## src/rtl/route_order_crossover_mutate_assert.svh

```systemverilog
// Assertion macros for the route crossover block.
// Depends on nothing; taken in by the modules that carry assertions.
`ifndef ROUTE_ORDER_CROSSOVER_MUTATE_ASSERT_SVH
`define ROUTE_ORDER_CROSSOVER_MUTATE_ASSERT_SVH

// same-cycle implication
`define ROC_ASSERT_IMP(label, clk, rst_n, ante, cons) \
	label: assert property (@(posedge clk) disable iff (!rst_n) (ante) |-> (cons)) \
	else $error("route_order_crossover_mutate: assertion failed");

// next-cycle implication
`define ROC_ASSERT_NXT(label, clk, rst_n, ante, cons) \
	label: assert property (@(posedge clk) disable iff (!rst_n) (ante) |=> (cons)) \
	else $error("route_order_crossover_mutate: assertion failed");

`endif

```

## src/rtl/roc_pkg.sv

```systemverilog
// Shared widths, command codes and controller/datapath structs for the route crossover.
// No dependencies.
package roc_pkg;

	localparam int CMD_W      = 2;
	localparam int POS_W      = 6;
	localparam int NODE_W     = 6;
	localparam int LEN_W      = 7;
	localparam int NODE_SLOTS = 64;

	localparam logic [LEN_W-1:0] LEN_RESET = 7'd64;
	localparam logic [LEN_W-1:0] LEN_MIN   = 7'd4;

	localparam logic [CMD_W-1:0] CMD_LOAD_ONE = 2'd0;
	localparam logic [CMD_W-1:0] CMD_LOAD_TWO = 2'd1;
	localparam logic [CMD_W-1:0] CMD_BUILD    = 2'd2;

	// controller -> datapath
	typedef struct packed {
		logic load;
		logic latch;
		logic setup;
		logic seg_write;
		logic i_inc;
		logic fill_init;
		logic fill_adv;
		logic fill_write;
		logic out_init;
		logic out_load;
	} roc_cmd_t;

	// datapath -> controller
	typedef struct packed {
		logic is_build;
		logic seg_last;
		logic taken;
		logic fill_full;
		logic fill_busy;
		logic scan_last;
		logic out_last;
		logic out_free;
	} roc_sts_t;

endpackage

```

## src/rtl/roc_ctrl.sv

```systemverilog
// Sequencer for the route crossover: load, segment copy, parent-two fill, emit.
// Depends on roc_pkg; drives the datapath through roc_cmd_t.
module roc_ctrl import roc_pkg::*; (
	input  logic     clk,
	input  logic     arst_n,
	input  logic     item_valid,
	output logic     item_ready,
	input  roc_sts_t sts,
	output roc_cmd_t cmd
);

	localparam logic [2:0] ST_IDLE    = 3'd0;
	localparam logic [2:0] ST_SETUP   = 3'd1;
	localparam logic [2:0] ST_SEG_RD  = 3'd2;
	localparam logic [2:0] ST_SEG_WR  = 3'd3;
	localparam logic [2:0] ST_FIL_RD  = 3'd4;
	localparam logic [2:0] ST_FIL_CHK = 3'd5;
	localparam logic [2:0] ST_OUT_RD  = 3'd6;
	localparam logic [2:0] ST_OUT_LD  = 3'd7;

	logic [2:0] state_q;
	logic [2:0] state_nxt;

	always_ff @(posedge clk or negedge arst_n) begin
		if (!arst_n) begin
			state_q <= ST_IDLE;
		end else begin
			state_q <= state_nxt;
		end
	end

	always_comb begin
		cmd        = '0;
		item_ready = 1'b0;
		state_nxt  = state_q;
		case (state_q)
			ST_IDLE: begin
				item_ready = 1'b1;
				if (item_valid) begin
					if (sts.is_build) begin
						cmd.latch = 1'b1;
						state_nxt = ST_SETUP;
					end else begin
						cmd.load = 1'b1;
					end
				end
			end
			ST_SETUP: begin
				cmd.setup = 1'b1;
				state_nxt = ST_SEG_RD;
			end
			ST_SEG_RD: state_nxt = ST_SEG_WR;
			ST_SEG_WR: begin
				cmd.seg_write = 1'b1;
				if (sts.seg_last) begin
					cmd.fill_init = 1'b1;
					state_nxt     = ST_FIL_RD;
				end else begin
					cmd.i_inc = 1'b1;
					state_nxt = ST_SEG_RD;
				end
			end
			ST_FIL_RD: state_nxt = ST_FIL_CHK;
			ST_FIL_CHK: begin
				if (!sts.taken && sts.fill_full) begin
					// no free inner slot left: remaining parent-two nodes dropped
					cmd.out_init = 1'b1;
					state_nxt    = ST_OUT_RD;
				end else if (!sts.taken && sts.fill_busy) begin
					cmd.fill_adv = 1'b1;
				end else begin
					cmd.fill_write = !sts.taken;
					if (sts.scan_last) begin
						cmd.out_init = 1'b1;
						state_nxt    = ST_OUT_RD;
					end else begin
						cmd.i_inc = 1'b1;
						state_nxt = ST_FIL_RD;
					end
				end
			end
			ST_OUT_RD: state_nxt = ST_OUT_LD;
			ST_OUT_LD: begin
				if (sts.out_free) begin
					cmd.out_load = 1'b1;
					if (sts.out_last) begin
						state_nxt = ST_IDLE;
					end else begin
						cmd.i_inc = 1'b1;
						state_nxt = ST_OUT_RD;
					end
				end
			end
			default: state_nxt = ST_IDLE;
		endcase
	end

endmodule

```

## config.mk

```make
export PLATFORM = sky130hd
export DESIGN_NAME = roc_ctrl
export DESIGN_NICKNAME = d
export VERILOG_FILES = /design/src/rtl/route_order_crossover_mutate_assert.svh /design/src/rtl/roc_pkg.sv /design/src/rtl/roc_ctrl.sv
export SDC_FILE = /design/constraint.sdc
export NUM_CORES = 1
export LEC_CHECK = 0
export ABC_AREA = 1
export BUFFER_PORTS_ARGS = -buffer_cell sky130_fd_sc_hd__buf_2
export CAP_MARGIN = 10
export CORE_AREA = 2 2 39 41
export DETAILED_ROUTE_END_ITERATION = 10
export DIE_AREA = 0 0 41 43
export GPL_TIMING_DRIVEN = 0
export HOLD_SLACK_MARGIN = 0.03
export PLACE_DENSITY_LB_ADDON = 0.1
export SETUP_SLACK_MARGIN = 0.5
export SLEW_MARGIN = 20
export SYNTH_ARGS = -nofsm -noshare
export SYNTH_HDL_FRONTEND = slang
export SYNTH_SLANG_ARGS = --single-unit
```

## constraint.sdc

```tcl
create_clock -name clk -period 1.1 [get_ports clk]
set_clock_uncertainty 0.15 [all_clocks]
set_input_delay 0.165 -clock clk [delete_from_list [all_inputs] [get_ports clk]]
set_output_delay 0.165 -clock clk [all_outputs]
set_load 0.01 [all_outputs]
```

### Word-level counts from Yosys, hierarchy flattened

Cells that the tools add are included.

| storage, ports and cells | value |
|---|---|
| register bits after elaboration | 3 |
| output and inout bits | 11 |
| word-level logic and storage cells | 50 |

| cells by class | value |
|---|---|
| equality and inequality tests | 11 |
| muxes and demuxes | 33 |
| reduce and logical (&&, ||, !) cells | 5 |

Operator list:

| cell | number |
|---|---|
| $mux 3 | 8 |
| $pmux 3 s8 | 1 |
| $mux 1 | 18 |
| $eq 3x3->1 const B | 4 |
| $mux 2 | 5 |
| $eq 3x2->1 const B | 2 |
| $ne 2x2->1 const B | 3 |
| $reduce_and 4->1 | 1 |
| $eq 3x1->1 const B | 1 |
| $logic_not 3->1 | 1 |
| $ne 3x3->1 const B | 1 |
| $pmux 1 s3 | 1 |
| $logic_and 1x1->1 | 2 |
| $logic_not 1->1 | 1 |

### Logic depth before layout (Yosys ltp)

Gate-level depths: netlist (run 1).

| logic depth | value |
|---|---|
| depth after elaboration | 5 |
| depth in mapped cells | 8 |
| mapped depth without buffers | 8 |

### Worst setup path before layout (run 1)

Ideal clock, no wire load.

| timing | value |
|---|---|
| kind | flip-flop to output port |
| start point | register state_q[0] |
| end point | output port cmd[9] in the netlist's numbering |
| data arrival time | 985 ps |
| required time | 785 ps |
| setup slack | -200 ps |
| cell stages (with the launch flop) | 7 |
| cells stage by stage | dfrtp_1 > buf_6 > inv_1 > nand3_1 > inv_1 > nand2_1 > nor2_1 |

RTL lines:

| element | RTL line | source |
|---|---|---|
| start: declaration | roc_ctrl.sv:21 | `logic [2:0] state_q;` |
| start signal: assignment | roc_ctrl.sv:28 | `state_q <= state_nxt;` |
| end: declaration | roc_ctrl.sv:9 | `output roc_cmd_t cmd` |

==> impl_metrics.env, run 1 <==
export IMPL_grt_max_degree=9
export IMPL_pwr_share_clk_pct=12.2
export IMPL_yosys_most_used_dff="dfrtp_1"
export IMPL_num_vias=462
export IMPL_cp_start_kind="register"
export IMPL_layout_nets=104
export IMPL_drtAntennaViolNets=0
export IMPL_rsz0062_at_grt="yes"
export IMPL_hpwl_um=680
export IMPL_firstDrtPassIters=2
export IMPL_wl_per_cell_um=9.32
export IMPL_htreeDepth=1
export IMPL_swShare_pct=47.0
export IMPL_synth_common_cells="13 x inv_1, 12 x nand2_1, 9 x nor2_1, 6 x nand3_1"
export IMPL_cts_buffers=3
export IMPL_fin_crit_sh_pct=138
export IMPL_antenna_found_initial=0
export IMPL_portBuffers=21
export IMPL_cp_end_kind="output pin"
export IMPL_gr_usage_all_layers_pct=12.7
export IMPL_reg_top3="state_q (3)"
export IMPL_status="finished with violations"
export IMPL_synth_async_reset_ratio_pct=100
export IMPL_multiInputGateArea_sq_um=283
export IMPL_grt_pass1_wl_um=1500
export IMPL_hold_viol_final=0
export IMPL_cts_tree="done"
export IMPL_cts_reportedPaths_clkPinSlew_ps=40
export IMPL_setup_viol_count_final=14
export IMPL_instances_no_fill=108
export IMPL_critPathMaxFanout=4
export IMPL_slew_violations=0
export IMPL_tns_ps=-4420
export IMPL_fin_crit_ps=1520
export IMPL_diodes=0
export IMPL_slew_headroom_pct=85.3
export IMPL_regMostFlops="state_q"
export IMPL_maxCapViolCount=0
export IMPL_crit_type="reg2out"
export IMPL_syn_avg_cell_area_sq_um=5.67
export IMPL_num_rows=14
export IMPL_wl_met3_um=48
export IMPL_syn_nets=69
export IMPL_synth_seq_cells=3
export IMPL_cts_root_buf="clkbuf_4"
export IMPL_synth_area_sq_um=329
export IMPL_drt_iter0_markers=1
export IMPL_initial_core_util_pct=23.8
export IMPL_synth_edf_count=0
export IMPL_max_freq_ghz=0.657
export IMPL_m1WireLength_um=420
export IMPL_ys_seq_area_share_pct=22.8
export IMPL_yosysTopAreaCellShare_pct=22.8
export IMPL_die_y_um=43
export IMPL_area_growth_pct=106
export IMPL_tightest_slew_ps=220
export IMPL_internal_power_mw=0.831
export IMPL_highest_layer="met3"
export IMPL_cp_arrival_ps=1210
export IMPL_die_area_sq_mm=0.00176
export IMPL_numClockSinks=3
export IMPL_ios=22
export IMPL_dp_cells=95
export IMPL_syn_inst=58
export IMPL_violations="negative setup slack"
export IMPL_peakVddDrop_v=0.00125
export IMPL_clockBufferDepth=2
export IMPL_grt_remaining_overflow=0
export IMPL_fill_cells=138
export IMPL_holdWs_ps=99.4
export IMPL_crit_required_ps=780
export IMPL_yosysWarnings=0
export IMPL_place_gp_congestion=0.669
export IMPL_post_synth_top_count_cell="inv_1"
export IMPL_synth_area_leaders="dfrtp_1 23%, inv_1 15%, nand2_1 14%"
export IMPL_ff_latch_area_sq_um=77.6
export IMPL_powerDensity_mw_per_mm2=2310
export IMPL_yosys_area_top_type="dfrtp_1"
export IMPL_wl_met2_um=539
export IMPL_largest_register_ffs=3
export IMPL_drc=0
export IMPL_dieWidth_um=41
export IMPL_hold_class="in2reg"
export IMPL_sequentialPowerShare_pct=16.9
export IMPL_p_leak_nw=0.380
export IMPL_p_comb_share_pct=70.9
export IMPL_wl_um=1010
export IMPL_clk_latency_ps=230
export IMPL_drive_gt1_share_pct=64.1
export IMPL_yosysUniqueCellTypes=16
export IMPL_fp_coreArea_sq_mm=0.00138
export IMPL_grt_pass1_vias=395
export IMPL_p_sw_mw=0.736
export IMPL_viasPerCell=4.28
export IMPL_layout_setup_ws_ps=-422
placed cells by master (no fill, tap or decap), drive strengths merged:
cell | Yosys | layout
dfrtp | 3 | 3
nor4 | 1 | 1
a31oi | 2 | 2
dlygate4sd3 | 0 | 1
o21bai | 1 | 1
nor3 | 1 | 1
nand2 | 13 | 13
clkbuf | 0 | 4
nand3 | 7 | 7
nor2 | 10 | 10
inv | 15 | 15
a21oi | 4 | 4
buf | 1 | 30
worst max-delay path, stage by stage, from the launching register on:
cell and delay [ps]:
dfrtp_2 450, inv_4 110, nand3_4 90, nor2_4 90, a21oi_1 50, nand2_1 60
buf_2 120
routing by layer:
layer / track usage (%) / vias to the layer above
met5: 0 / -
met4: 8.00 / 0
met3: 3.14 / 0
met2: 18.1 / 10
met1: 16.2 / 201
li1: - / 251
worst paths after layout:
kind | from | to | cells after the start | slack [ps]
worst max-delay path | state_q[2] | cmd[5] | 6 | -420
worst min-delay path | sts[0] | state_q[1] | 4 | 100
worst max register to register | state_q[0] | state_q[1] | 9 | -330
worst min register to register | state_q[0] | state_q[0] | 3 | 580
max in group asynchronous | arst_n | state_q[2] | 2 | 580
min in group asynchronous | arst_n | state_q[1] | 2 | 110
cell families after synthesis:
kind of cell	synth area share, %
simple gates	43.3
buf+inv	20.5
compound gates	13.3
flops	22.8
stage by stage:
step | util [%] | setup slack, ps | cell area, sq um | power (mW)
finish | 49.1 | -422 | 679 | 1.57
global placement | 35.0 | -255 | 484 | 0.925
floorplan | - | -109 | 359 | 0.720
CTS | 42.8 | -438 | 592 | 1.32
detailed placement | 35.0 | -250 | 484 | 0.923
global route | 49.1 | -488 | 679 | 1.71
power by group through the flow:
stage | sequential (mW) | clock [mW] | combinational (mW)
after detailed placement | 0.228 | 0 | 0.695
after floorplan | 0.215 | 0 | 0.505
final | 0.265 | 0.191 | 1.11
after CTS | 0.256 | 0.204 | 0.863
after global routing | 0.274 | 0.213 | 1.22
after global placement | 0.229 | 0 | 0.696
layout make-up:
| class | count | area share (%) |
|---|---|---|
| buffer | 1 | 1.66 |
| multi-input combinational | 39 | 41.6 |
| sequential | 3 | 11.4 |
| clock buffer | 4 | 3.87 |
| inverter | 15 | 9.76 |
| tap | 16 | 2.95 |
| timing repair buffer | 30 | 28.7 |
repair_timing:
action                                  CTS  global route
hold endpoints to repair                  3             0
cloned                                    0             0
endpoints found under the setup margin   14            14
pin swaps                                 3             5
resized for setup                        12            12
buffers inserted                          3             5
hold buffers                              1             0
(Power assumes the default switching activity.)
==> inputs of run 2 (changes only) <==
--- a/config.mk
+++ b/config.mk
@@ -13,6 +13,7 @@
 export DIE_AREA = 0 0 41 43
 export GPL_TIMING_DRIVEN = 0
 export HOLD_SLACK_MARGIN = 0.03
+export MAX_ROUTING_LAYER = met4
 export PLACE_DENSITY_LB_ADDON = 0.1
 export SETUP_SLACK_MARGIN = 0.5
 export SLEW_MARGIN = 20
==> constraint.sdc (replaced) <==
create_clock -name clk -period 1.1 [get_ports clk]
set_clock_uncertainty 0.15 [all_clocks]
set_input_delay 0.055 -clock clk [delete_from_list [all_inputs] [get_ports clk]]
set_output_delay 0.055 -clock clk [all_outputs]
set_load 0.01 [all_outputs]
==> impl_metrics.env, run 2 (synthesis gave the netlist of run 1 again) <==
export IMPL_status="finished with violations"
export IMPL_violations="negative hold slack, negative setup slack"
export IMPL_cts_reportedPaths_clkPinSlew_ps=40
export IMPL_crit_required_ps=890
export IMPL_num_rows=14
export IMPL_final_cell_mix="16 x buf_2, 11 x nand2_1, 11 x buf_4"
export IMPL_met1_usage_pct=17.0
export IMPL_wl_per_cell_um=9.31
export IMPL_dieWidth_um=41
export IMPL_layout_nets=109
export IMPL_area_growth_pct=122
export IMPL_gr_usage_all_layers_pct=13.0
export IMPL_final_area_sq_um=731
export IMPL_tightest_slew_ps=219
export IMPL_grt_remaining_overflow=0
export IMPL_cts_root_buf="clkbuf_4"
export IMPL_powerDensity_mw_per_mm2=2270
export IMPL_cts_hold_buffers=1
export IMPL_peakVddDrop_v=0.00124
export IMPL_grt_pass1_vias=405
export IMPL_grt_pass1_wl_um=1550
export IMPL_placed_area_sq_um=472
export IMPL_cp_cell_sequence="inv_4, nand3_4, inv_4, nand3_2, nand2_1, buf_2"
export IMPL_diodes=0
export IMPL_reg_top3="state_q (3)"
export IMPL_critPathMaxFanout=6
export IMPL_fill_cells=150
export IMPL_crit_path_frequent_cell="inv_4"
export IMPL_die_y_um=43
export IMPL_wl_um=1050
export IMPL_numClockSinks=3
export IMPL_fin_crit_ps=1430
export IMPL_num_vias=493
export IMPL_drt_iter0_markers=5
export IMPL_top_usage_layer="met2"
export IMPL_pre_cts_ws_ps=-171
export IMPL_hpwl_um=691
export IMPL_maxCapViolCount=0
export IMPL_drive_gt1_share_pct=64.9
export IMPL_drtAntennaViolNets=0
export IMPL_hold_viol_final=3
export IMPL_met3_usage_pct=4.71
export IMPL_ios=22
export IMPL_viasPerCell=4.36
export IMPL_antenna_found_initial=0
export IMPL_die_area_sq_mm=0.00176
export IMPL_slew_violations=0
export IMPL_multiInputGateArea_sq_um=282
export IMPL_slew_headroom_pct=85.4
export IMPL_htreeDepth=1
export IMPL_cp_arrival_ps=1220
export IMPL_cp_end_kind="output pin"
export IMPL_fin_crit_sh_pct=130
export IMPL_fp_coreArea_sq_mm=0.00138
export IMPL_clk_latency_ps=240
export IMPL_cp_start_kind="register"
export IMPL_crit_slowest_cell="dfrtp_2"
export IMPL_mostFrequentLayoutCell="buf_2"
export IMPL_cts_tree="done"
export IMPL_layout_setup_ws_ps=-325
export IMPL_clockBufferDepth=2
export IMPL_hold_class="in2reg"
export IMPL_regMostFlops="state_q"
export IMPL_rsz0062_at_grt="yes"
export IMPL_place_gp_congestion=0.667
export IMPL_max_freq_ghz=0.702
export IMPL_firstDrtPassIters=3
export IMPL_ff_latch_area_sq_um=76.3
export IMPL_largest_register_ffs=3
export IMPL_portBuffers=21
export IMPL_critPathMaxStageDelay_ps=470
export IMPL_met2_usage_pct=18.1
export IMPL_setup_viol_count_final=14
export IMPL_holdWs_ps=-29.7
export IMPL_grt_max_degree=8
export IMPL_rrSetupSlack_ps=-280
export IMPL_cts_buffers=3
export IMPL_p_leak_nw=0.408
export IMPL_crit_type="reg2out"
export IMPL_initial_core_util_pct=23.8
export IMPL_drc=0
run 2: changes by cell type in the layout (fill, tap and decap cells not counted), moves of 2 or more:
cell,change
buf_4,+5
buf_2,-3
buf_6,+3
nor2_2,-3
inv_2,+2
nor2_4,+2
run 2: critical path, delay by kind of cell, from the launching register on:
| family | cells | cell delay (ps) |
|---|---|---|
| buffers and inverters | 3 | 310 |
| AND/OR/NAND/NOR | 3 | 200 |
| flip-flops | 1 | 470 |
run 2: worst paths after layout:
| path | from | to | cells after the start |
|---|---|---|---|
| max in group asynchronous | arst_n | state_q[1] | 2 |
| worst min register to register | state_q[0] | state_q[0] | 3 |
| worst min-delay path | sts[0] | state_q[1] | 4 |
| worst max-delay path | state_q[1] | cmd[5] | 6 |
| worst max register to register | state_q[2] | state_q[1] | 8 |
| min in group asynchronous | arst_n | state_q[0] | 2 |
run 2: power breakdown:
| part | internal [mW] | switching [mW] | total, mW |
|---|---|---|---|
| logic | 0.613 | 0.605 | 1.22 |
| clock network | 0.136 | 0.0596 | 0.196 |
| registers | 0.170 | 0.0741 | 0.244 |
run 2: through the flow:
step                total power, mW  std cells  utilization, %  TNS (ps)
floorplan                     0.732         58               -      -211
global placement              0.927         95            34.1      -784
detailed placement            0.930         95            34.1      -832
CTS                            1.35        107            42.9     -3400
global route                   1.80        113            52.8     -4380
finish                         1.66        113            52.8     -3480
run 2: final cells by class:
type	instances	share of cell area, %
Timing Repair Buffer	35	34.4
Buffer	1	1.54
Tap cell	16	2.74
Sequential cell	3	10.4
Inverter	15	8.73
Clock buffer	4	3.60
Multi-Input combinational cell	39	38.5
run 2: per-layer routing:
layer  wire [um]  part of all wire (%)
met1         465                    44
met2         535                    51
met3          51                   4.8
met4           0                     0
met5           0                     0
run 2: repair_timing:
item / in CTS / in global routing
pin swaps: 3 / 6
resized for setup: 8 / 19
buffers inserted: 7 / 6
setup endpoints to repair: 14 / 14
endpoints found under the hold margin: 6 / 4
