File: src/rtl/route_order_crossover_mutate_assert.svh
// Assertion macros for the route crossover block.
// Depends on nothing; taken in by the modules that carry assertions.
`ifndef ROUTE_ORDER_CROSSOVER_MUTATE_ASSERT_SVH
`define ROUTE_ORDER_CROSSOVER_MUTATE_ASSERT_SVH

// same-cycle implication
`define ROC_ASSERT_IMP(label, clk, rst_n, ante, cons) \
	label: assert property (@(posedge clk) disable iff (!rst_n) (ante) |-> (cons)) \
	else $error("route_order_crossover_mutate: assertion failed");

// next-cycle implication
`define ROC_ASSERT_NXT(label, clk, rst_n, ante, cons) \
	label: assert property (@(posedge clk) disable iff (!rst_n) (ante) |=> (cons)) \
	else $error("route_order_crossover_mutate: assertion failed");

`endif

File: src/rtl/roc_pkg.sv
// Shared widths, command codes and controller/datapath structs for the route crossover.
// No dependencies.
package roc_pkg;

	localparam int CMD_W      = 2;
	localparam int POS_W      = 6;
	localparam int NODE_W     = 6;
	localparam int LEN_W      = 7;
	localparam int NODE_SLOTS = 64;

	localparam logic [LEN_W-1:0] LEN_RESET = 7'd64;
	localparam logic [LEN_W-1:0] LEN_MIN   = 7'd4;

	localparam logic [CMD_W-1:0] CMD_LOAD_ONE = 2'd0;
	localparam logic [CMD_W-1:0] CMD_LOAD_TWO = 2'd1;
	localparam logic [CMD_W-1:0] CMD_BUILD    = 2'd2;

	// controller -> datapath
	typedef struct packed {
		logic load;
		logic latch;
		logic setup;
		logic seg_write;
		logic i_inc;
		logic fill_init;
		logic fill_adv;
		logic fill_write;
		logic out_init;
		logic out_load;
	} roc_cmd_t;

	// datapath -> controller
	typedef struct packed {
		logic is_build;
		logic seg_last;
		logic taken;
		logic fill_full;
		logic fill_busy;
		logic scan_last;
		logic out_last;
		logic out_free;
	} roc_sts_t;

endpackage

File: src/rtl/roc_dp.sv
// Datapath for the route crossover: parent and child memories, marks, counters,
// range saturation and the output register. Depends on roc_pkg and the assert macros.
`include "route_order_crossover_mutate_assert.svh"

module roc_dp import roc_pkg::*; #(
	parameter int DEPTH = 64,
	parameter int AW    = 6
) (
	input  logic              clk,
	input  logic              arst_n,
	input  roc_cmd_t          cmd,
	output roc_sts_t          sts,
	input  logic [CMD_W-1:0]  command,
	input  logic [POS_W-1:0]  position,
	input  logic [NODE_W-1:0] node,
	input  logic [POS_W-1:0]  seg_start,
	input  logic [POS_W-1:0]  seg_end,
	input  logic              do_swap,
	input  logic [POS_W-1:0]  swap_a,
	input  logic [POS_W-1:0]  swap_b,
	input  logic              cfg_valid,
	input  logic [LEN_W-1:0]  cfg_data,
	output logic              out_valid,
	input  logic              out_ready,
	output logic [NODE_W-1:0] child_node,
	output logic [POS_W-1:0]  child_position,
	output logic              last
);

	localparam logic [LEN_W-1:0] LEN_HI = LEN_W'(DEPTH);

	function automatic logic [LEN_W-1:0] clamp7(input logic [LEN_W-1:0] v,
		input logic [LEN_W-1:0] lo, input logic [LEN_W-1:0] hi);
		logic [LEN_W-1:0] r;
		if (v < lo) r = lo;
		else if (v > hi) r = hi;
		else r = v;
		return r;
	endfunction

	logic [LEN_W-1:0]      rl_q;
	logic [LEN_W-1:0]      n_q;
	logic [POS_W-1:0]      seg_start_q, seg_end_q, swap_a_q, swap_b_q;
	logic                  swap_q;
	logic [POS_W-1:0]      start_q, end_q, a_q, b_q;
	logic [POS_W-1:0]      i_q, fill_q;
	logic [DEPTH-1:0]      filled_q;
	logic [NODE_SLOTS-1:0] taken_q;

	logic [NODE_W-1:0] p1_mem [DEPTH];
	logic [NODE_W-1:0] p2_mem [DEPTH];
	logic [NODE_W-1:0] child_mem [DEPTH];
	logic [NODE_W-1:0] rd_p1_q, rd_p2_q, rd_child_q;
	logic              rd_filled_q;

	logic              out_valid_q, out_last_q;
	logic [NODE_W-1:0] out_node_q;
	logic [POS_W-1:0]  out_pos_q;

	logic [LEN_W-1:0]  n_c, start_c, end_c, a_c, b_c;
	logic              load_ok;
	logic [POS_W-1:0]  rd_pos;
	logic              child_we;
	logic [POS_W-1:0]  child_wa;
	logic [NODE_W-1:0] child_wd;

	always_comb begin
		n_c     = clamp7(rl_q, LEN_MIN, LEN_HI);
		start_c = clamp7({1'b0, seg_start_q}, 7'd1, n_q - 7'd3);
		end_c   = clamp7({1'b0, seg_end_q}, start_c, n_q - 7'd2);
		a_c     = clamp7({1'b0, swap_a_q}, 7'd1, n_q - 7'd2);
		b_c     = clamp7({1'b0, swap_b_q}, 7'd1, n_q - 7'd2);
	end

	assign load_ok = cmd.load && ({1'b0, position} < LEN_HI);

	// swap applied as an address remap on the way out
	always_comb begin
		if (swap_q && (i_q == a_q)) rd_pos = b_q;
		else if (swap_q && (i_q == b_q)) rd_pos = a_q;
		else rd_pos = i_q;
	end

	assign child_we = cmd.seg_write || cmd.fill_write;
	assign child_wa = cmd.seg_write ? i_q : fill_q;
	assign child_wd = cmd.seg_write ? rd_p1_q : rd_p2_q;

	always_ff @(posedge clk or negedge arst_n) begin
		if (!arst_n) begin
			rl_q <= LEN_RESET;
		end else if (cfg_valid) begin
			rl_q <= cfg_data;
		end
	end

	always_ff @(posedge clk) begin
		if (cmd.latch) begin
			n_q         <= n_c;
			seg_start_q <= seg_start;
			seg_end_q   <= seg_end;
			swap_q      <= do_swap;
			swap_a_q    <= swap_a;
			swap_b_q    <= swap_b;
		end
		if (cmd.setup) begin
			start_q <= start_c[POS_W-1:0];
			end_q   <= end_c[POS_W-1:0];
			a_q     <= a_c[POS_W-1:0];
			b_q     <= b_c[POS_W-1:0];
		end
		if (cmd.setup) i_q <= start_c[POS_W-1:0];
		else if (cmd.fill_init) i_q <= POS_W'(1);
		else if (cmd.out_init) i_q <= '0;
		else if (cmd.i_inc) i_q <= i_q + POS_W'(1);
		if (cmd.fill_init) fill_q <= POS_W'(1);
		else if (cmd.fill_adv) fill_q <= fill_q + POS_W'(1);
	end

	// marks: flop vectors, cleared at the start of every build
	always_ff @(posedge clk or negedge arst_n) begin
		if (!arst_n) begin
			filled_q <= '0;
			taken_q  <= '0;
		end else if (cmd.setup) begin
			filled_q <= '0;
			taken_q  <= '0;
		end else if (child_we) begin
			filled_q[child_wa[AW-1:0]] <= 1'b1;
			taken_q[child_wd]          <= 1'b1;
		end
	end

	always_ff @(posedge clk) begin
		if (load_ok && (command == CMD_LOAD_ONE)) p1_mem[position[AW-1:0]] <= node;
		rd_p1_q <= p1_mem[i_q[AW-1:0]];
	end

	always_ff @(posedge clk) begin
		if (load_ok && (command == CMD_LOAD_TWO)) p2_mem[position[AW-1:0]] <= node;
		rd_p2_q <= p2_mem[i_q[AW-1:0]];
	end

	always_ff @(posedge clk) begin
		if (child_we) child_mem[child_wa[AW-1:0]] <= child_wd;
		rd_child_q  <= child_mem[rd_pos[AW-1:0]];
		rd_filled_q <= filled_q[rd_pos[AW-1:0]];
	end

	always_ff @(posedge clk or negedge arst_n) begin
		if (!arst_n) begin
			out_valid_q <= 1'b0;
		end else if (cmd.out_load) begin
			out_valid_q <= 1'b1;
		end else if (out_ready) begin
			out_valid_q <= 1'b0;
		end
	end

	always_ff @(posedge clk) begin
		if (cmd.out_load) begin
			// unfilled positions (depots, dropped slots) read as node 0
			out_node_q <= rd_filled_q ? rd_child_q : '0;
			out_pos_q  <= i_q;
			out_last_q <= sts.out_last;
		end
	end

	always_comb begin
		sts.is_build  = (command == CMD_BUILD);
		sts.seg_last  = (i_q == end_q);
		sts.taken     = taken_q[rd_p2_q];
		sts.fill_full = ({1'b0, fill_q} + 7'd1) >= n_q;
		sts.fill_busy = filled_q[fill_q[AW-1:0]];
		sts.scan_last = ({1'b0, i_q} + 7'd2) >= n_q;
		sts.out_last  = ({1'b0, i_q} + 7'd1) == n_q;
		sts.out_free  = !out_valid_q || out_ready;
	end

	assign out_valid      = out_valid_q;
	assign child_node     = out_node_q;
	assign child_position = out_pos_q;
	assign last           = out_last_q;

	`ROC_ASSERT_IMP(a_fill_free, clk, arst_n, cmd.fill_write, !filled_q[fill_q[AW-1:0]] && !taken_q[rd_p2_q])
	`ROC_ASSERT_IMP(a_seg_range, clk, arst_n, cmd.seg_write, (i_q >= start_q) && (i_q <= end_q))
	`ROC_ASSERT_IMP(a_no_overwrite, clk, arst_n, cmd.out_load, !out_valid_q || out_ready)
	`ROC_ASSERT_NXT(a_setup_clears, clk, arst_n, cmd.setup, (filled_q == '0) && (taken_q == '0))

endmodule
File: config.mk
export PLATFORM = sky130hd
export DESIGN_NAME = roc_dp
export DESIGN_NICKNAME = d
export VERILOG_FILES = /design/src/rtl/roc_pkg.sv /design/src/rtl/roc_dp.sv
export VERILOG_INCLUDE_DIRS = /design/src /design/src/rtl
export SDC_FILE = /design/constraint.sdc
export NUM_CORES = 2
export LEC_CHECK = 0
export BUFFER_PORTS_ARGS = -buffer_cell sky130_fd_sc_hd__buf_2
export CORE_MARGIN = 3
export CORE_UTILIZATION = 40
export CTS_BUF_LIST = sky130_fd_sc_hd__clkbuf_16
export DETAILED_ROUTE_END_ITERATION = 16
export PLACE_DENSITY = 0.54
export RECOVER_POWER = 50
export SYNTH_ARGS = -nofsm -noshare
export SYNTH_HDL_FRONTEND = slang
export SYNTH_SLANG_ARGS = --single-unit
File: constraint.sdc
create_clock -name clk -period 5 [get_ports clk]
set_clock_uncertainty 0.2 [all_clocks]
set_input_delay 1 -clock clk [delete_from_list [all_inputs] [get_ports clk]]
set_output_delay 1 -clock clk [all_outputs]
set_load 0.01 [all_outputs]
==> Yosys cells after proc, flatten, opt, wreduce, memory -nomap -nowiden <==
Memory sizes are Yosys's and may differ from the RTL's. A register that Yosys moved wholly into a read port is not among the register bits.
Index checks and enable logic that the tools add are counted.
{ "totals": {"regBits": 212, "ramBits": 1152, "inputBits": 60, "output_inout_bits": 22, "wordCells": 108, "memories": 3} }
{ "op_classes": {"add_sub_neg": 7, "n_lt_le_gt_ge": 19, "eq_ne": 6, "n_mux": 37, "bitwise": 2, "n_reduce_logical": 14} }
{ "mem_list": {"columns": ["memory", "words", "word_bits", "rd", "rd_clocked_by_memory_dff", "write_ports", "line", "text"], "rows": [
  ["child_mem", 64, 6, 1, 1, 1, "roc_dp.sv:52", "logic [NODE_W-1:0] child_mem [DEPTH];"],
  ["p1_mem", 64, 6, 1, 1, 1, "roc_dp.sv:50", "logic [NODE_W-1:0] p1_mem [DEPTH];"],
  ["p2_mem", 64, 6, 1, 1, 1, "roc_dp.sv:51", "logic [NODE_W-1:0] p2_mem [DEPTH];"]
]} }
{ "op_table": {"columns": ["cell", "n"], "rows": [
  ["two-way mux 64 bit", 4],
  ["OR 64 bit", 2],
  ["two-way mux 6 bit", 12],
  ["less-than comparator 6 x 7 -> 1 bit (second input constant)", 5],
  ["> comparator 6 x 7 -> 1 bit", 4],
  ["two-way mux 7 bit", 3],
  ["binary-select mux 1 bit (select 6 bit)", 3],
  ["== test 6 bit", 3],
  ["less-than comparator 6 x 1 -> 1 bit (second input constant)", 3],
  ["adder 6 x 1 -> 7 bit (second input constant)", 2],
  ["greater-or-equal comparator 7 bit", 2],
  ["subtractor 7 x 2 -> 7 bit (second input constant)", 2],
  ["two-way mux 1 bit", 13],
  ["adder 6 x 1 -> 6 bit (second input constant)", 2],
  ["demux 1 bit (select 6 bit)", 2],
  ["greater-or-equal comparator 6 x 1 -> 1 bit (second input constant)", 2],
  ["adder 6 x 2 -> 7 bit (second input constant)", 1],
  ["== test 7 bit", 1],
  ["> comparator 7 bit (second input constant)", 1],
  ["less-than comparator 6 x 7 -> 1 bit", 1],
  ["less-than comparator 7 x 3 -> 1 bit (second input constant)", 1],
  ["logical AND 1 bit", 6],
  ["nonzero test 2 bit", 2],
  ["nonzero test 4 bit", 1],
  ["6 further kinds", 7]
]} }

==> Depth between registers and ports, before layout <==
{ "logic_depth": {"word_depth": 8, "mapped_depth": 18, "depth_no_buf": 17} }

==> Worst setup path after synthesis <==
Ideal clock, no wire load.
{ "synth_timing": {"path_type": "register -> register", "from": "register n_q[1]", "to": "register end_q[1], data pin", "setup_time_ns": 0.260, "arrival_time_ns": 4.007, "required_time_ns": 4.540, "setup_slack_ns": 0.533, "path_stages_with_launch": 18, "path_buffers": 0, "synth_period_minus_slack_ns": 4.467, "path_cell_list": "edfxtp_1 ha_1 inv_1 ha_1 nor2b_1 o21a_1 o21a_1 o21a_1 o21a_1 o221ai_2 nor2_1 o21ai_0 ha_1 a21o_1 a21oi_1 nand2_1 o21ai_1 mux2_2"} }
{ "synth_via": {"elab_chain_cells": 6, "elab_cells_between_ends": 9, "classes_between": "add/sub: 2; order compare: 3; mux: 4"} }
{ "synth_lines": {"columns": ["item", "line", "text"], "rows": [
  ["start, declared", "roc_dp.sv:42", "logic [LEN_W-1:0] n_q;"],
  ["start signal, assigned", "roc_dp.sv:98", "n_q <= n_c;"],
  ["subtractor 7 x 2 -> 7 bit", "roc_dp.sv:69", "start_c = clamp7({1'b0, seg_start_q}, 7'd1, n_q - 7'd3);"],
  ["> comparator 6 x 7 -> 1 bit", "roc_dp.sv:36", "else if (v > hi) r = hi;"],
  ["two-way mux 7 bit", "roc_dp.sv:36", null],
  ["two-way mux 7 bit", "roc_dp.sv:35", "if (v < lo) r = lo;"],
  ["less-than comparator 6 x 7 -> 1 bit", "roc_dp.sv:35", null],
  ["two-way mux 6 bit *", "roc_dp.sv:35", null],
  ["via end_c[1]", "roc_dp.sv:60", "logic [LEN_W-1:0] n_c, start_c, end_c, a_c, b_c;"],
  ["end signal, assigned", "roc_dp.sv:107", "end_q <= end_c[POS_W-1:0];"],
  ["end, declared", "roc_dp.sv:45", "logic [POS_W-1:0] start_q, end_q, a_q, b_q;"]
]} }
Mark *: on every way through the listed nets, which the timed path passes. The rest lies on a longest branch.
A chain may end at the register's enable or synchronous reset.

==> qor.csv <==
metric,value,unit
largest delay contributor family on the critical path,multiplexers,
post-synthesis xor/xnor area fraction,0.7081,%
grt met3 use,3.741,%
Post-CTS Hold Buffers,0,
largest family of logic cells by synthesized area,multiplexers,
TritonCTS buffer count,149,
nets,3776,
VDD IR max,0.3125,mV
worst slew pin tran,4.011,ns
clock latency on the worst-skew pair,0.78,ns
max cap viols,18,
RSZ-0062 raised after global routing,false,
CTS Root Cell,clkbuf_16,
Die Area,146800,um^2
main area contributors after synthesis,"edfxtp_1 64%, mux4_2 7.8%, dfrtp_1 5.9%",
GRT Total Usage,19.38,%
Core Area,140400,um^2
pre-CTS WS,0.5969,ns
Most used DFF post-synth,edfxtp_1,
mux cell area share after synthesis,12.81,%
failing checks,"capacitance limit, slew limit",
Setup TNS,0,ns
Initial Utilization,40.53,%
Detailed Place HPWL,88.62,mm
Cell variety after synth,71,
DR DRC count,0,
Async SR Flop Fraction,9.841,%
FMAX,208.8,MHz
Leakage,22.20,nW
grt met2 use,30.84,%
Detailed Routing Iterations Pass 1,5,
fin. max-slew vios,1097,
IO buf count,81,
GRT busiest layer,met2,
met1 usage,26.76,%
Post-Syn Instances,3545,
"Top cell by count, worst path",mux4_2,
Worst Path Buf+Inv,2,
Die Ht,383.2,um
CP Launch Type,register,
largest stage delay on the critical path,0.64,ns
vias in the first global route,31420,
HP Class,in2reg,
H-tree levels,4,
synthesized cell area,56900,um^2
clock sinks,1382,
Final ANT Viol Nets,0,
Area Overhead vs Synth,13.08,%
PwrDens,446.5,nW/um^2
Simple-Gate Fraction of Synth Area,6.773,%
required time of the critical path,3.80,ns
initial antenna violation count,6,
Setup crit end kind,primary output,
Die X,383.2,um
largest net degree at the start of global routing,137,
Overflow after GRT,0,
crit path DAT,3.59,ns
crit path cell chain,buf_4 -> mux4_2 -> mux4_2 -> mux4_2 -> buf_2,
crit share post-route,95.78,%
Synth area leader,edfxtp_1,
detailed-route vias per instance,5.486,
Final Hold Fails,0,
clk slew on worst S/H paths,0.06,ns
first-pass GRT wire length,211.3,mm
commonest cells in the netlist,"1221 x edfxtp_1, 335 x nor2_1, 304 x nand2_1",
syn_nets,3654,
status,"complete, but fails checks",
row cnt,137,
relative slew slack,-167.4,%
share of the yosys chip area belonging to registers,71.30,%
adder-cell share of the synthesized area,1.077,%
# setup viols final,0,
1st-iter DRT viols,2471,
Bufs on Longest Clock Path,3,
worst-path fanout max,14,
Tmin final,4.789,ns
CTS tree,yes,
# IOs,82,
fin worst setup slack,0.2109,ns
Synth Register Bits,1382,
Compound-Gate Fraction of Synth Area,5.528,%
Avg Inst Size Synth,16.05,um^2
"Slowest-stage cell, CP",dfxtp_2,
synth warn,0,
number of flops mapped to enable cells by yosys,1221,
Placer Congestion,0.8348,
top-count cell post-synth,edfxtp_1,
Vias,31100,
worst hold slack,0.2103,ns
final WL,141.7,mm
layout cell share with drive strength beyond 1,15.67,%
kind of critical path,reg2out,
routed wire length per instance,25.00,um
share of the synthesized area in the top cell type,64.44,%
## metrics by stage
step	instance area (um^2)	std cells	power [mW]	util, %
after global routing	64330	5666	29.84	45.82
after detailed placement	59640	5390	18.38	42.48
after CTS	64420	5666	29.02	45.89
after global placement	59640	5390	18.36	42.48
after floorplan	56900	3545	16.47	-
final	64340	5669	28.73	45.83
## worst register-to-register path: cells and delay by family (launching register included)
family          cells  cell delay, ns
simple gates        2            0.14
buf+inv             1            0.19
mux                 1            0.36
fa+ha+maj           3            0.83
xor+xnor            1            0.19
compound gates      9            1.83
flops               1            0.46
## state kept, by name (all words and copies together) (netlist names), 7 cells and up
signal and cells:
filled_q 64, child_mem 384, rl_q 7, taken_q 64, p2_mem 384, p1_mem 384
n_q 7
## placed cells by master, fill, tap and decap left out, types with 13 or more instances in the layout
cell,count
buf_4,68
o21a_1,63
nand2_1,304
clkbuf_16,151
xnor2_1,30
dfrtp_1,135
o221ai_1,32
xor2_1,16
o21ai_0,71
clkbuf_1,19
and2_0,14
inv_1,64
ha_1,49
clkinv_1,42
a211oi_1,25
clkinv_2,20
a31oi_1,27
nor2_1,333
and3_1,20
mux2i_1,267
nor3_1,24
edfxtp_1,1221
buf_2,66
nand2b_1,23
nor2b_1,16
o2111ai_1,16
a221oi_1,19
a32o_1,13
mux2_2,13
nand3_1,76
a21oi_1,112
mux4_2,198
o22ai_1,36
dfxtp_1,24
## logic make-up after synthesis
family                     Yosys count
adders and majority gates           49
xor gates and xnor gates            46
muxes                              479
and+or+nand+nor                    883
DFF                               1382
buffers and inverters              239
AOI/OAI and AO/OA                  467
## worst paths after layout
path,start,endpoint,slack [ns],cells past startpoint
min in group asynchronous,arst_n,rl_q[0],1.48,2
worst max register to register,n_q[2],end_q[1],0.59,17
worst min register to register,taken_q[43],taken_q[43],0.29,2
max in group asynchronous,arst_n,taken_q[44],0.68,2
worst min-delay path,do_swap,swap_q,0.21,1
worst max-delay path,fill_q[0],sts[3],0.21,5
## timing repair
| action | CTS | global route |
|---|---|---|
| gates resized for setup | 1 | 2 |
| endpoints found under the hold margin | 0 | 0 |
| setup buffers | 1 | 0 |
| gates cloned | 1 | 0 |
| endpoints found under the setup margin | 1 | 2 |
## layout make-up
class,instances,area [um^2]
Multi-Input combinational cell,1924,15370
Timing Repair Buffer,175,1180
Tap cell,1876,2347
Clock buffer,151,3779
Clock inverter,123,954.7
Sequential cell,1382,40570
Antenna cell,3,7.507
Fill cell,12150,76050
Inverter,35,132.6
## report_power, final
part | switching (mW) | internal (mW) | total, mW
registers | 0.205 | 13.3 | 13.6
logic | 3.06 | 1.49 | 4.55
clock network | 4.58 | 6.04 | 10.6
## layer usage
metal / wire [um] / vias to the layer above
met5: 27 / -
met4: 4175 / 4
met3: 7751 / 236
met1: 61740 / 16010
met2: 68020 / 805
li1: - / 14040
Note: power is estimated with default switching activity, not from simulation.
